`src/rtl/lltf_ram.sv`:
```
// Generic single write port RAM with registered read.
module lltf_ram #(
  parameter int W = 8,
  parameter int D = 16
) (
  input  logic                 clk,
  input  logic                 we,
  input  logic [$clog2(D)-1:0] waddr,
  input  logic [W-1:0]         wdata,
  input  logic [$clog2(D)-1:0] raddr,
  output logic [W-1:0]         rdata
);
  logic [W-1:0] mem [D];

  always_ff @(posedge clk) begin
    if (we) begin
      mem[waddr] <= wdata;
    end
    rdata <= mem[raddr];
  end
endmodule

```
`config.mk`:
```
export PLATFORM = sky130hd
export DESIGN_NAME = lltf_ram
export DESIGN_NICKNAME = d
export VERILOG_FILES = /design/src/rtl/lltf_ram.sv
export SDC_FILE = /design/constraint.sdc
export NUM_CORES = 1
export LEC_CHECK = 0
export ABC_CLOCK_PERIOD_IN_PS = 2300
export BUFFER_PORTS_ARGS = -buffer_cell sky130_fd_sc_hd__buf_4
export CAP_MARGIN = 20
export CORE_MARGIN = 1.5
export CORE_UTILIZATION = 40
export CTS_CLUSTER_DIAMETER = 40
export CTS_CLUSTER_SIZE = 8
export DETAILED_ROUTE_END_ITERATION = 6
export GPL_ROUTABILITY_DRIVEN = 0
export GPL_TIMING_DRIVEN = 0
export SETUP_SLACK_MARGIN = 0.4
export SYNTH_ARGS = -nofsm -noshare
export SYNTH_HDL_FRONTEND = slang
export SYNTH_SLANG_ARGS = --single-unit
```
`constraint.sdc`:
```
create_clock -name clk -period 2.3 [get_ports clk]
set_clock_uncertainty 0.2 [all_clocks]
set_input_delay 0.115 -clock clk [delete_from_list [all_inputs] [get_ports clk]]
set_output_delay 0.115 -clock clk [all_outputs]
set_load 0.01 [all_outputs]
```
==> flow_summary.toml <==
[final_layout]
fin_nets = 304
post-route-util_pct = 50.51
num_antenna_cells = 0
seq_area_um2 = 4004
syn_to_final_growth_pct = 23.33
drive_gt1_share_pct = 30.43
num-fill-cells = 1005
stdcell_count = 471
multiInputGateArea_um2 = 1062

[route]
post_drt_wl_per_cell_um = 20.93
viasPerCell = 5.062
drtIter0Drc = 147
postRouteAntennaNets = 0
vias = 2384
drc = 0
route.final.wire_length_um = 9856
first_pass_iters = 4

[power_and_ir_drop]
ir_drop_v = 0.0003659
power_mw = 6.136
p_leak_nw = 2.141
p_per_area_nw_per_um2 = 966.4

[synthesis]
synthesis.area_um2 = 5147
yosys_register_bits = 136
synthCells = 229
yosysUniqueCellTypes = 19
syn_area_per_cell_um2 = 22.48
syn-num-nets = 247
ys_seq_area_share_pct = 77.78
ys_warn_count = 0

[die]
num_rows = 41
dieArea_um2 = 13560
die_w_um = 116.4
io_pins = 26
die_y_um = 116.4
coreArea_um2 = 12570
initial_core_util_pct = 40.96

[timing]
slew_headroom_pct = 41.11
period_needed_ns = 1.827
slew_violations = 0
grt_setup_unrepaired = "yes"
hold_ws_ns = -0.001631
hold_viol = 1
post-route-period-util_pct = 79.44
fmax_ghz = 0.5473
finalSetupViolations = 0
worstMarginPinSlew_ns = 0.8800

[cts]
clock_sinks = 136
numCtsBuffers = 17
cts-root-buf = "clkbuf_16"
cts.htree.levels = 4
cts_tree = "built"
path_clk_slew_ns = 0.06
clk_latency_ns = 0.41
clock_path_buffers = 2
cts_setup_buffers = 0

[run_status]
status = "finished with violations"
violations = "hold timing"

[critical_path]
path_max_fanout = 8
worstPathRequired_ns = 2.13
cp_cell_sequence = "dlygate4sd3_1 -> buf_4 -> nand2b_1 -> nor2_1"
cp.arrival_ns = 1.66
path_class = "in -> reg"
slowest_stage = "nor2_1"
startpoint_type = "input pin"
endpoint_kind = "flip-flop"
reg2reg_slack_ns = 0.70
cp_num_buf_inv = 2
cp_top_family = "simple AND/OR/NAND/NOR gates"
slowest_delay_ns = 0.72

[global_route]
first_global_vias = 2441
gr-total-overflow = 0
antenna_found_initial = 0
grt_max_degree = 17
grt_pass1_wl_um = 14740
grt_use_total_pct = 16.31

[flow_run]
drv_cap = 0

[placement]
numPortBuffers = 24
dp_cells = 429
hpwl_um = 6144

[min_path]
hp-class = "in -> reg"
-- state kept, by name, summed over array words and instances, names as in the netlist --
| signal | count |
|---|---|
| mem | 128 |
| rdata | 8 |
-- cell type report --
class                   instances  area share [%]
clock buffers                  17           6.701
well taps                     172           3.390
clock inverters                15           3.902
multi-input cells              83           16.73
flip-flops and latches        136           63.07
plain buffers                  10           1.360
repair buffers                 38           4.848
-- per-layer routing --
metal / up-vias / GRT usage (%) / part of all wire [%]
li1: 1090 / - / -
met1: 1226 / 22.35 / 46
met2: 59 / 25.41 / 48
met3: 9 / 3.788 / 4.0
met4: 0 / 6.829 / 1.3
met5: - / 0 / 0
-- placed cells by master (no fill, tap or decap), types with 2 or more instances in the layout --
cell type        instances
bufinv_16                6
clkinv_2                 2
nand3b_1                 2
dfxtp_1                  8
nand2_1                  9
edfxtp_1               128
buf_2                    4
inv_6                    2
nor2_2                   2
nor3_1                   4
clkbuf_16               17
nor2_1                  11
mux4_2                  18
nand2b_1                 2
buf_4                   28
clkdlybuf4s25_2          3
clkinv_4                 2
dlygate4sd3_1           10
clkinvlp_4               3
buf_6                    3
a22oi_1                 16
mux4_1                  14
-- worst register-to-register path, stage by stage (launching register included) --
cell and delay (ns):
edfxtp_1 0.37, mux4_2 0.51, a22oi_1 0.26, nand2_1 0.12
-- cell usage after synthesis --
cell	number	area [um^2]
a22oi_1	16	120.1
buf_2	3	15.01
dfxtp_1	8	160.2
or3b_2	1	8.760
and2b_1	1	7.510
edfxtp_1	128	3844
nand2b_1	2	12.51
and2_1	1	6.260
buf_4	1	7.510
clkdlybuf4s25_2	3	30.03
mux4_2	18	405.4
nand2_1	9	33.78
nand3_1	1	5.000
mux4_1	14	367.9
buf_6	3	33.78
nor3_1	4	20.02
nor2_1	13	48.80
nand3b_1	2	15.01
nor2b_1	1	6.260
-- worst paths after layout --
check	from	endpoint	depth (start not counted)
setup / recovery	waddr[1]	mem[2][1]$_DFFE_PP_	4
hold / removal	raddr[1]	rdata[0]$_DFF_P_	4
setup reg to reg	mem[14][7]$_DFFE_PP_	rdata[7]$_DFF_P_	3
hold reg to reg	mem[11][1]$_DFFE_PP_	rdata[1]$_DFF_P_	3
-- kinds of logic after synthesis --
| group | count (synthesis) | share of synthesized area, % |
|---|---|---|
| AOI/OAI and AO/OA | 16 | 2.334 |
| DFF | 136 | 77.78 |
| muxes | 32 | 15.02 |
| buffers and inverters | 10 | 1.677 |
| and+or+nand+nor | 35 | 3.184 |
-- repair_timing --
action	CTS	global route
setup endpoints to repair	0	10
hold buffers	10	0
resized for setup	0	2
endpoints found under the hold margin	141	0
-- per-stage QoR --
step / setup slack, ns / area, um^2 / TNS, ns / hold WS, ns
after floorplan: 0.4921 / 5147 / 0 / 0.01387
after global placement: -0.04741 / 5543 / -0.3769 / 0.2306
after global routing: 0.3876 / 6349 / 0 / 0.01041
after detailed placement: 0.2696 / 5570 / 0 / 0.2421
final: 0.4730 / 6349 / 0 / -0.001631
after CTS: 0.4415 / 6344 / 0 / 0.006663
-- power breakdown --
group          internal (mW)  switching (mW)  total, mW
clock network           2.04            1.01       3.05
logic                  0.139           0.163      0.302
registers               2.77          0.0128       2.78
Note: power is estimated with default switching activity, not from simulation.
